File: src/sha256_pkg.sv
`timescale 1ns / 1ps
`default_nettype none
// ----------------------------------------------------------------------------
// sha256_pkg
// Shared types, constants and round functions for the SHA-256 stream hasher.
// ----------------------------------------------------------------------------
package sha256_pkg;

    localparam int unsigned ROUND_COUNT = 64;
    localparam int unsigned BLOCK_WORDS = 16;
    localparam int unsigned STATE_WORDS = 8;

    // command from controller to datapath
    typedef struct packed {
        logic       load_byte;   // write data byte at fill position
        logic       pad_byte;    // write padding byte (0x80 or 0x00) at fill position
        logic       pad_first;   // padding byte is 0x80
        logic       write_len;   // write bit length into words 14 and 15
        logic       count_byte;  // advance message length
        logic       start;       // load working vars from chain state
        logic       round;       // run one round
        logic       finish;      // add working vars into chain state
        logic       reinit;      // reset chain state and length
        logic       shift_out;   // rotate chain state for digest output
    } t_cmd;

    typedef struct packed {
        logic [5:0] fill;
        logic       round_done;
    } t_stat;

    function automatic logic [31:0] rotr(input logic [31:0] v, input int unsigned s);
        rotr = (v >> s) | (v << (32 - s));
    endfunction

    function automatic logic [31:0] init_h(input logic [2:0] i);
        case (i)
            3'd0: init_h = 32'h6a09e667;
            3'd1: init_h = 32'hbb67ae85;
            3'd2: init_h = 32'h3c6ef372;
            3'd3: init_h = 32'ha54ff53a;
            3'd4: init_h = 32'h510e527f;
            3'd5: init_h = 32'h9b05688c;
            3'd6: init_h = 32'h1f83d9ab;
            default: init_h = 32'h5be0cd19;
        endcase
    endfunction

    function automatic logic [31:0] round_k(input logic [5:0] i);
        logic [31:0] k [0:63];
        k = '{
            32'h428a2f98,32'h71374491,32'hb5c0fbcf,32'he9b5dba5,32'h3956c25b,32'h59f111f1,
            32'h923f82a4,32'hab1c5ed5,32'hd807aa98,32'h12835b01,32'h243185be,32'h550c7dc3,
            32'h72be5d74,32'h80deb1fe,32'h9bdc06a7,32'hc19bf174,32'he49b69c1,32'hefbe4786,
            32'h0fc19dc6,32'h240ca1cc,32'h2de92c6f,32'h4a7484aa,32'h5cb0a9dc,32'h76f988da,
            32'h983e5152,32'ha831c66d,32'hb00327c8,32'hbf597fc7,32'hc6e00bf3,32'hd5a79147,
            32'h06ca6351,32'h14292967,32'h27b70a85,32'h2e1b2138,32'h4d2c6dfc,32'h53380d13,
            32'h650a7354,32'h766a0abb,32'h81c2c92e,32'h92722c85,32'ha2bfe8a1,32'ha81a664b,
            32'hc24b8b70,32'hc76c51a3,32'hd192e819,32'hd6990624,32'hf40e3585,32'h106aa070,
            32'h19a4c116,32'h1e376c08,32'h2748774c,32'h34b0bcb5,32'h391c0cb3,32'h4ed8aa4a,
            32'h5b9cca4f,32'h682e6ff3,32'h748f82ee,32'h78a5636f,32'h84c87814,32'h8cc70208,
            32'h90befffa,32'ha4506ceb,32'hbef9a3f7,32'hc67178f2};
        round_k = k[i];
    endfunction

endpackage
`default_nettype wire

File: src/sha256_datapath.sv
`timescale 1ns / 1ps
`default_nettype none
// ----------------------------------------------------------------------------
// sha256_datapath
// Block buffer, message schedule window, round unit and chaining state.
// ----------------------------------------------------------------------------
module sha256_datapath
    import sha256_pkg::*;
(
    input  wire logic        i_clk,
    input  wire logic        i_rst_n,
    input  wire t_cmd        i_cmd,
    input  wire logic [7:0]  i_data_byte,
    output t_stat            o_stat,
    output logic [31:0]      o_digest_word
);

    logic [31:0] r_blk [0:15];
    logic [31:0] r_w   [0:15];
    logic [31:0] r_h   [0:7];
    logic [31:0] r_a, r_b, r_c, r_d, r_e, r_f, r_g, r_hh;
    logic [5:0]  r_fill;
    logic [5:0]  r_rnd;
    logic [60:0] r_len;

    logic [7:0]  byte_val;
    logic [3:0]  wsel;
    logic [4:0]  bshift;
    logic [31:0] s0, s1, w_new, t1, t2;
    logic [63:0] bits;

    assign byte_val = i_cmd.load_byte ? i_data_byte : (i_cmd.pad_first ? 8'h80 : 8'h00);
    assign wsel     = r_fill[5:2];
    assign bshift   = {~r_fill[1:0], 3'b000};
    assign bits     = {r_len, 3'b000};

    assign s0    = rotr(r_w[1], 7) ^ rotr(r_w[1], 18) ^ (r_w[1] >> 3);
    assign s1    = rotr(r_w[14], 17) ^ rotr(r_w[14], 19) ^ (r_w[14] >> 10);
    assign w_new = r_w[0] + s0 + r_w[9] + s1;
    assign t1    = r_hh + (rotr(r_e, 6) ^ rotr(r_e, 11) ^ rotr(r_e, 25))
                 + ((r_e & r_f) ^ (~r_e & r_g)) + round_k(r_rnd) + r_w[0];
    assign t2    = (rotr(r_a, 2) ^ rotr(r_a, 13) ^ rotr(r_a, 22))
                 + ((r_a & r_b) ^ (r_a & r_c) ^ (r_b & r_c));

    assign o_stat.fill       = r_fill;
    assign o_stat.round_done = (r_rnd == 6'd63);
    assign o_digest_word     = r_h[0];

    // block buffer and schedule window
    always_ff @(posedge i_clk) begin
        if (i_cmd.load_byte || i_cmd.pad_byte) begin
            r_blk[wsel] <= (r_blk[wsel] & ~(32'hff << bshift))
                         | ({24'd0, byte_val} << bshift);
        end
        if (i_cmd.write_len) begin
            r_blk[14] <= bits[63:32];
            r_blk[15] <= bits[31:0];
        end
        if (i_cmd.start) begin
            for (int i = 0; i < 16; i++) r_w[i] <= r_blk[i];
        end else if (i_cmd.round) begin
            for (int i = 0; i < 15; i++) r_w[i] <= r_w[i+1];
            r_w[15] <= w_new;
        end
    end

    // working variables
    always_ff @(posedge i_clk) begin
        if (i_cmd.start) begin
            r_a <= r_h[0]; r_b <= r_h[1]; r_c <= r_h[2]; r_d <= r_h[3];
            r_e <= r_h[4]; r_f <= r_h[5]; r_g <= r_h[6]; r_hh <= r_h[7];
        end else if (i_cmd.round) begin
            r_hh <= r_g; r_g <= r_f; r_f <= r_e; r_e <= r_d + t1;
            r_d <= r_c; r_c <= r_b; r_b <= r_a; r_a <= t1 + t2;
        end
    end

    always_ff @(posedge i_clk) begin
        if (!i_rst_n || i_cmd.reinit) begin
            for (int i = 0; i < 8; i++) r_h[i] <= init_h(3'(i));
        end else if (i_cmd.finish) begin
            r_h[0] <= r_h[0] + r_a; r_h[1] <= r_h[1] + r_b;
            r_h[2] <= r_h[2] + r_c; r_h[3] <= r_h[3] + r_d;
            r_h[4] <= r_h[4] + r_e; r_h[5] <= r_h[5] + r_f;
            r_h[6] <= r_h[6] + r_g; r_h[7] <= r_h[7] + r_hh;
        end else if (i_cmd.shift_out) begin
            for (int i = 0; i < 7; i++) r_h[i] <= r_h[i+1];
            r_h[7] <= r_h[0];
        end
    end

    always_ff @(posedge i_clk) begin
        if (!i_rst_n) begin
            r_fill <= '0;
            r_rnd  <= '0;
            r_len  <= '0;
        end else begin
            if (i_cmd.load_byte || i_cmd.pad_byte) r_fill <= r_fill + 6'd1;
            else if (i_cmd.write_len)              r_fill <= '0;
            if (i_cmd.start)      r_rnd <= '0;
            else if (i_cmd.round) r_rnd <= r_rnd + 6'd1;
            if (i_cmd.reinit)          r_len <= '0;
            else if (i_cmd.count_byte) r_len <= r_len + 61'd1;
        end
    end

endmodule
`default_nettype wire

File: src/sha256_ctrl.sv
`timescale 1ns / 1ps
`default_nettype none
// ----------------------------------------------------------------------------
// sha256_ctrl
// Sequencer: byte intake, padding, compression rounds and digest output.
// ----------------------------------------------------------------------------
module sha256_ctrl
    import sha256_pkg::*;
(
    input  wire logic        i_clk,
    input  wire logic        i_rst_n,
    input  wire logic        i_valid,
    output logic             o_stall,
    input  wire logic        i_byte_valid,
    input  wire logic        i_last_item,
    input  wire t_stat       i_stat,
    output t_cmd             o_cmd,
    output logic             o_valid,
    input  wire logic        i_stall,
    output logic [2:0]       o_word_index,
    output logic             o_digest_last
);

    localparam logic [2:0] ST_IDLE  = 3'd0;
    localparam logic [2:0] ST_PAD0  = 3'd1; // write 0x80
    localparam logic [2:0] ST_PADZ  = 3'd2; // zero fill
    localparam logic [2:0] ST_LEN   = 3'd3;
    localparam logic [2:0] ST_START = 3'd4;
    localparam logic [2:0] ST_ROUND = 3'd5;
    localparam logic [2:0] ST_FIN   = 3'd6;
    localparam logic [2:0] ST_OUT   = 3'd7;

    logic [2:0] r_state, n_state;
    logic       r_final, n_final;   // compression belongs to padding
    logic       r_last,  n_last;    // final block of padding
    logic [2:0] r_idx,   n_idx;
    logic       take;
    // 0x80 not yet written when a byte filled the block on the last item
    logic       r_pad_pending, n_pad_pending;

    assign o_stall       = (r_state != ST_IDLE);
    assign take          = i_valid && (r_state == ST_IDLE);
    assign o_valid       = (r_state == ST_OUT);
    assign o_word_index  = r_idx;
    assign o_digest_last = (r_idx == 3'd7);

    always_comb begin
        n_state = r_state;
        n_final = r_final;
        n_last  = r_last;
        n_idx   = r_idx;
        o_cmd   = '0;
        case (r_state)
            ST_IDLE: begin
                if (take) begin
                    o_cmd.load_byte  = i_byte_valid;
                    o_cmd.count_byte = i_byte_valid;
                    n_final = i_last_item;
                    n_last  = 1'b0;
                    if (i_byte_valid && i_stat.fill == 6'd63) n_state = ST_START;
                    else if (i_last_item)                     n_state = ST_PAD0;
                end
            end
            ST_PAD0: begin
                o_cmd.pad_byte  = 1'b1;
                o_cmd.pad_first = 1'b1;
                if (i_stat.fill == 6'd63) n_state = ST_START;
                else n_state = ST_PADZ;
            end
            ST_PADZ: begin
                // fill to 56 when room for length, else to end of block
                if (i_stat.fill == 6'd56) begin
                    n_state = ST_LEN;
                end else begin
                    o_cmd.pad_byte = 1'b1;
                    if (i_stat.fill == 6'd63) n_state = ST_START;
                end
            end
            ST_LEN: begin
                o_cmd.write_len = 1'b1;
                n_last  = 1'b1;
                n_state = ST_START;
            end
            ST_START: begin
                o_cmd.start = 1'b1;
                n_state = ST_ROUND;
            end
            ST_ROUND: begin
                o_cmd.round = 1'b1;
                if (i_stat.round_done) n_state = ST_FIN;
            end
            ST_FIN: begin
                o_cmd.finish = 1'b1;
                n_idx = '0;
                // a full block on a byte+last item: pad starts after its compression
                if (!r_final)          n_state = ST_IDLE;
                else if (r_last)       n_state = ST_OUT;
                else if (r_pad_pending) n_state = ST_PAD0;
                else                   n_state = ST_PADZ;
            end
            ST_OUT: begin
                if (!i_stall) begin
                    o_cmd.shift_out = 1'b1;
                    n_idx = r_idx + 3'd1;
                    if (r_idx == 3'd7) begin
                        o_cmd.reinit = 1'b1;
                        n_state = ST_IDLE;
                    end
                end
            end
            default: n_state = ST_IDLE;
        endcase
    end

    always_comb begin
        n_pad_pending = r_pad_pending;
        if (take) n_pad_pending = i_last_item && i_byte_valid && i_stat.fill == 6'd63;
        else if (r_state == ST_PAD0) n_pad_pending = 1'b0;
    end

    always_ff @(posedge i_clk) begin
        if (!i_rst_n) begin
            r_state       <= ST_IDLE;
            r_final       <= 1'b0;
            r_last        <= 1'b0;
            r_idx         <= '0;
            r_pad_pending <= 1'b0;
        end else begin
            r_state       <= n_state;
            r_final       <= n_final;
            r_last        <= n_last;
            r_idx         <= n_idx;
            r_pad_pending <= n_pad_pending;
        end
    end

endmodule
`default_nettype wire

File: src/sha256_stream_hasher.sv
`timescale 1ns / 1ps
`default_nettype none
// ----------------------------------------------------------------------------
// sha256_stream_hasher
// SHA-256 over a byte stream, digest out as eight 32-bit words.
// ----------------------------------------------------------------------------
//  channel | handshake          | payload
//  in      | i_valid / o_stall  | i_data_byte, i_byte_valid, i_last_item
//  out     | o_valid / i_stall  | o_digest_word, o_word_index, o_digest_last
//
// A byte that does not fill the block leaves the sequencer idle. A byte
// completing a block runs the intake, load, 64 rounds of the single round
// unit and the final add. A last item adds the 0x80 byte, zero fill at one
// byte a cycle, the length write, one or two compressions (load, rounds,
// final add), then eight output words (held while the output stalls).
// Reset (synchronous, active low) restores the initial hash and a zero length.
// o_stall is high whenever the sequencer is busy.
module sha256_stream_hasher
    import sha256_pkg::*;
(
    input  wire logic        i_clk,
    input  wire logic        i_rst_n,
    input  wire logic        i_valid,
    output logic             o_stall,
    input  wire logic [7:0]  i_data_byte,
    input  wire logic        i_byte_valid,
    input  wire logic        i_last_item,
    output logic             o_valid,
    input  wire logic        i_stall,
    output logic [31:0]      o_digest_word,
    output logic [2:0]       o_word_index,
    output logic             o_digest_last
);

    t_cmd  cmd;
    t_stat stat;

    // sequence intake, padding, rounds and output
    sha256_ctrl u_ctrl (
        .i_clk, .i_rst_n, .i_valid, .o_stall, .i_byte_valid, .i_last_item,
        .i_stat(stat), .o_cmd(cmd), .o_valid, .i_stall, .o_word_index, .o_digest_last
    );

    // hold block, schedule and chaining state
    sha256_datapath u_dp (
        .i_clk, .i_rst_n, .i_cmd(cmd), .i_data_byte,
        .o_stat(stat), .o_digest_word
    );

endmodule
`default_nettype wire

File: config.mk
export PLATFORM = sky130hd
export DESIGN_NAME = sha256_stream_hasher
export DESIGN_NICKNAME = d
export VERILOG_FILES = /design/src/sha256_pkg.sv /design/src/sha256_datapath.sv /design/src/sha256_ctrl.sv /design/src/sha256_stream_hasher.sv
export SDC_FILE = /design/constraint.sdc
export NUM_CORES = 2
export LEC_CHECK = 0
export BUFFER_PORTS_ARGS = -buffer_cell sky130_fd_sc_hd__buf_2
export CORE_MARGIN = 2
export CORE_UTILIZATION = 50
export CTS_BUF_LIST = sky130_fd_sc_hd__clkbuf_2
export CTS_CLUSTER_SIZE = 30
export DETAILED_ROUTE_END_ITERATION = 10
export PLACE_DENSITY = 0.65
export SYNTH_ARGS = -nofsm -noshare
export SYNTH_HDL_FRONTEND = slang
export SYNTH_SLANG_ARGS = --single-unit
File: constraint.sdc
create_clock -name i_clk -period 79.8 [get_ports i_clk]
set_input_delay 3.99 -clock i_clk [delete_from_list [all_inputs] [get_ports i_clk]]
set_output_delay 3.99 -clock i_clk [all_outputs]
set_load 0.005 [all_outputs]
Word-level counts from Yosys, hierarchy flattened. Memory sizes are Yosys's and may differ from the RTL's. A register that Yosys moved wholly into a read port is not among the register bits. Cells that the tools add are included.

Equality and inequality tests: 17. $lt $le $gt $ge: 1. Add/subtract/negate cells: 22. Bitwise operators: 65. Shift operators: 2. Divide/modulo/power cells: 0. Multiplexer cells: 116. Multipliers: 0. Reduce and logical (&&, ||, !) cells: 21.

Operators by type and width (count): $mux W32 (59); $add A32 B32 Y32 (18); $xor A32 B32 Y32 (9); $and A32 B32 Y32 (6); $not A32 Y32 (2); $add A61 B1 Y61 const B (1); $mux W3 (12); $or A1 B1 Y1 (32); $or A10 B32 Y32 (1); $or A13 B32 Y32 (1); $or A14 B32 Y32 (1); $or A15 B32 Y32 (1); $or A19 B32 Y32 (1); $or A21 B32 Y32 (1); $or A25 B32 Y32 (1); $or A26 B32 Y32 (1); $or A30 B32 Y32 (1); $or A32 B32 Y32 (1); $or A7 B32 Y32 (1); $reduce_or A32 Y1 (1); $shl A8 B5 Y32 (1); $shl A8 B5 Y32 const A (1); $xor A32 B22 Y32 (1); $xor A32 B29 Y32 (1); 31 further kinds (89).

Bits in writable memories: 1280. Word-level logic and storage cells: 264. Register bits: 338. Memories: 4. Output and inout bits: 38. ROM bits: 2048. Bits in latches: 0.

Memory list: (name not given) (words 64, bits a word 32, read ports 1, clocked after Yosys merged registers in 0, write ports 0, line sha256_pkg.sv:63) `round_k = k[i];`; u_dp.r_blk (words 16, bits a word 32, read ports 17, clocked after Yosys merged registers in 1, write ports 2, line sha256_datapath.sv:18) `logic [31:0] r_blk [0:15];`; u_dp.r_w (words 16, bits a word 32, read ports 16, clocked after Yosys merged registers in 0, write ports 16, line sha256_datapath.sv:19) `logic [31:0] r_w [0:15];`; u_dp.r_h (words 8, bits a word 32, read ports 8, clocked after Yosys merged registers in 0, write ports 8, line sha256_datapath.sv:20) `logic [31:0] r_h [0:7];`.

Depth between registers and ports, before layout.
Word-level depth: 10. Gate-level depth with buffers: 40. Gate-level depth less buffers: 39.

By module. A second synthesis with hierarchy kept.

Cells, all modules: 7512. Area, all modules: 93998.9 um2.

Modules (own cells, without submodules): sha256_datapath (area an instance 93292.0 um2, cells an instance 7420, seq. area each 47635.7 um2, times used 1); sha256_ctrl (area an instance 706.9 um2, cells an instance 92, seq. area each 180.2 um2, times used 1).

Worst setup path after synthesis. OpenSTA, ideal clock, no wires.

Kind: reg-to-reg. From: register u_ctrl.r_state[1]. To: register u_dp.r_b[1] (data pin). Path slack: 54497 ps. Data required time: 79533 ps. Period minus slack after synthesis: 25303 ps. Arrival: 25035 ps. Stages on the path, launching flop included: 8. Cells stage by stage: dfxtp_1 -> clkbuf_1 -> nor2b_1 -> nor2b_1 -> clkbuf_1 -> clkbuf_1 -> clkbuf_1 -> o21ai_0.

Word-level cells in the longest chain between the ends: 3.

Ends and longest elaborated chain: from (decl) (line sha256_ctrl.sv:33) `logic [2:0] r_state, n_state;`; from (signal assigned) (line sha256_ctrl.sv:129) `r_state <= n_state;`; $eq A3 B3 Y1 (line sha256_ctrl.sv:53) `case (r_state)`; $mux W1 (line sha256_ctrl.sv:53); $mux W32 (line sha256_datapath.sv:69) `if (i_cmd.start) begin`; to (signal assigned) (line sha256_datapath.sv:70) `r_a <= r_h[0]; r_b <= r_h[1]; r_c <= r_h[2]; r_d <= r_h[3];`; to (signal assigned) (line sha256_datapath.sv:74) `r_d <= r_c; r_c <= r_b; r_b <= r_a; r_a <= t1 + t2;`; to (decl) (line sha256_datapath.sv:21) `logic [31:0] r_a, r_b, r_c, r_d, r_e, r_f, r_g, r_hh;`.

Every way passes these cells. A chain may end at the register's enable or synchronous reset.

Final worst setup path.
From: register u_dp.r_rnd[0]. To: register u_dp.r_a[29] (data pin).

Word-level cells in the longest chain between the ends: 9.

Ends and longest elaborated chain: from (decl) (line sha256_datapath.sv:23) `logic [5:0] r_rnd;`; from (signal assigned) (line sha256_datapath.sv:101) `else if (i_cmd.round) r_rnd <= r_rnd + 6'd1;`; $not A6 Y7 (not written as such) (line sha256_pkg.sv:63); $mem_v2 Z64 W32; $mux W32 (not written as such) (2 in series) (line sha256_pkg.sv:63); $add A32 B32 Y32 (2 in series) (line sha256_datapath.sv:41) `+ ((r_e & r_f) ^ (~r_e & r_g)) + round_k(r_rnd) + r_w[0];`; $add A32 B32 Y32 (line sha256_datapath.sv:74); $mux W32 (line sha256_datapath.sv:72) `end else if (i_cmd.round) begin`; $mux W32 (line sha256_datapath.sv:69); to (signal assigned) (line sha256_datapath.sv:70); to (signal assigned) (line sha256_datapath.sv:74); to (decl) (line sha256_datapath.sv:21).

Every way passes these cells. The select of a mux whose other input is x is not followed.

==> qor.txt <==
Final WL - 307 mm
TritonCTS Buffers - 431
Fmax - 96.7 MHz
FP Rows - 158
Post-layout min period - 10.34 ns
Layout cells sized above 1 - 11.3%
Bufs on Longest Clock Path - 4
FF-to-FF Start - u_dp.r_rnd[0]
Clk pin slew, worst setup/hold paths - 0.11 ns
Crit path to - u_dp.r_a[29]
Vias per cell - 5.93
Via count - 70500
DR WL/cell - 25.9 um
Synth unique cells - 92
Hold_sp - u_dp.r_w[0][76]
Register area - 47800 um^2
Post-synthesis net count - 9561
Post-CTS Hold Fix Bufs - 0
Number of synthesized flops with an enable pin - 1533
Synth Cell Area - 93800 um^2
Worst hold path class - flop to flop
Mapped Cells - 8952
Setup repair bufs after CTS - 0
Core footprint - 186000 um^2
Initial antenna violation count - 9
Die Y - 437 um
Clock insertion delay at the later pin of the skew report - 1.94 ns
Post-synth ARST share - 0%
Reg2Reg Setup Slack - 69.46 ns
Clock skew - 0.256 ns
Crit Path Category - flop to flop
First-pass GRT wire length - 450 mm
Final GP Congestion - 0.987
CP delay by family, top - compound AO/OA/AOI/OAI gates
Final nets - 9701
RSZ-0062 raised after global routing - no
CP endpoint kind - flop
CTS root buf - clkbuf_2
WP data required - 81.28 ns
Post-detail-place hpwl - 211 mm
Largest net degree at the start of global routing - 188
MaxCap Viol Count - 0
Largest cells by area after synthesis - edfxtp_1 49%, nand2_1 9.9%, ha_1 5.3%
Post_cts resized - 0
Slew at the pin closest to its max-slew limit - 1.25 ns
Crit start category - flop
Multi-input logic area - 43200 um^2
Post-synth top area share - 49.1%
Fill count - 16600
Reg2reg path depth - 34
Clock sinks - 1622
Die area - 191000 um^2
Routed Antenna Nets - 0
Fin crit share - 13.0%
Gr ovfl total - 0
Crit-path max FO - 13
Total track usage - 31.7%
Finish-stage setup viols - 0
FF-to-FF End - u_dp.r_a[29]
I/O Pins - 52
CTS tree - yes
Critical Path Max Stage Delay - 0.76 ns
YS warnings - 0
Status - finished, final reports clean
Drc violations - 0
Syn Area/Cell - 10.5 um^2
DRT Pass-1 Iters - 9
Starting Density - 50.4%
Slowest-stage cell, CP - ha_1
Slew Limit Fails - 0
Area Overhead vs Synth - 6.74%
# port buffers - 51
Setup TNS - 0 ns
Synth Flop Type - edfxtp_1
Cell taking the most area after synthesis - edfxtp_1
Hold Vio Cnt, Final - 0
Arrival time worst endpoint - 11.82 ns
Max transition margin - 16.1%
CTS H-tree depth - 5
Sequential share of the synthesized area - 51.0%
Crit path from - u_dp.r_rnd[0]
Critical path buffers and inverters - 2
DIE WIDTH - 437 um
WP depth - 34
Flop and latch count out of synthesis - 1622
Vias in the first global route - 68700
Initial DRC count - 7382
worst min-delay path by stage:
stage | end | depth (start not counted)
final | u_dp.r_w[0][44] | 2
after global routing | u_dp.r_w[0][223] | 2
after CTS | u_dp.r_w[1][94] | 2
after detailed placement | u_ctrl.r_final | 2
after global placement | u_dp.r_len[21] | 2
after floorplan | u_ctrl.r_final | 2
registers in the layout, summed over array words and instances, names as in the netlist, 61 cells and up, named ones only:
signal / count
u_dp.r_blk: 512
u_dp.r_h: 256
u_dp.r_len: 61
u_dp.r_w: 512
cell type report:
type / count / area share [%]
antenna: 10 / 0.0250
timing repair buffer: 157 / 1.14
clock buffer: 637 / 3.18
tap: 2480 / 3.10
inverter: 315 / 1.18
clock inverter: 98 / 0.440
multi-input combinational: 6565 / 43.2
sequential: 1622 / 47.8
Yosys cell counts (32+ instances only):
master	count
ha_1	400
xor2_1	264
buf_4	32
nand2_1	2467
xnor2_1	372
dfxtp_1	89
mux4_2	168
and3_1	41
clkbuf_1	377
a211oi_1	49
or3_1	47
a22o_1	38
o21bai_1	40
a21o_1	136
nand3_1	98
o21a_1	63
nand2b_1	68
fa_1	195
buf_1	36
a31oi_1	53
edfxtp_1	1533
mux2i_1	39
nor2_1	578
nor3_1	71
a21oi_1	511
inv_1	315
nor2b_1	65
o21ai_0	410
worst register-to-register path, delay by kind of cell, from the launching register on:
kind,cells,cell delay (ns)
DFF,1,0.33
and+or+nand+nor,5,0.88
AOI/OAI and AO/OA,17,4.10
xor gates and xnor gates,2,0.63
muxes,1,0.55
buffers and inverters,2,0.28
adders and majority gates,7,3.27
kinds of logic (layout without fill, tap and decap cells):
family | Yosys count | count (layout) | synth area share (%)
compound gates | 1544 | 1544 | 10.2
xor+xnor | 636 | 636 | 5.94
fa+ha+maj | 620 | 620 | 9.76
buf+inv | 765 | 1207 | 3.20
flops | 1622 | 1622 | 51.0
mux | 215 | 215 | 4.54
other cells | 0 | 10 | 0
simple gates | 3550 | 3550 | 15.4
metrics by stage:
stage / hold WS, ns / instance area (um^2) / setup WS, ns / util (%) / instances
after floorplan: 0.449 / 93800 / 54.50 / - / 8952
after global placement: 0.468 / 96500 / 69.67 / 51.9 / 11100
after detailed placement: 0.477 / 96500 / 69.68 / 51.9 / 11100
after CTS: 0.390 / 100000 / 69.61 / 53.8 / 11900
after global routing: 0.443 / 100000 / 68.84 / 53.8 / 11900
final: 0.394 / 100000 / 69.46 / 53.8 / 11900
per-layer routing:
layer / routed length (um) / up-vias / GRT usage, %
li1: - / 31900 / -
met1: 121000 / 34800 / 40.5
met2: 146000 / 3091 / 51.7
met3: 22800 / 699 / 5.68
met4: 17500 / 10 / 16.6
met5: 65 / - / 0
layout by cell type (no fill, tap or decap), types with 40 or more instances in the layout:
master,n
a211oi_1,49
a21o_1,136
a21oi_1,511
a31oi_1,53
and3_1,41
buf_2,51
buf_4,99
clkbuf_2,637
clkinv_1,82
dfxtp_1,81
edfxtp_1,1533
fa_1,195
ha_1,400
inv_1,315
mux4_2,168
nand2_1,2463
nand2b_1,67
nand3_1,98
nor2_1,564
nor2b_1,62
nor3_1,66
o21a_1,63
o21ai_0,393
o21bai_1,40
or3_1,46
xnor2_1,372
xor2_1,264
Power is left out: the tool's default activity adds up to more than one toggle a clock period on the data nets, which glitch-free logic cannot reach.
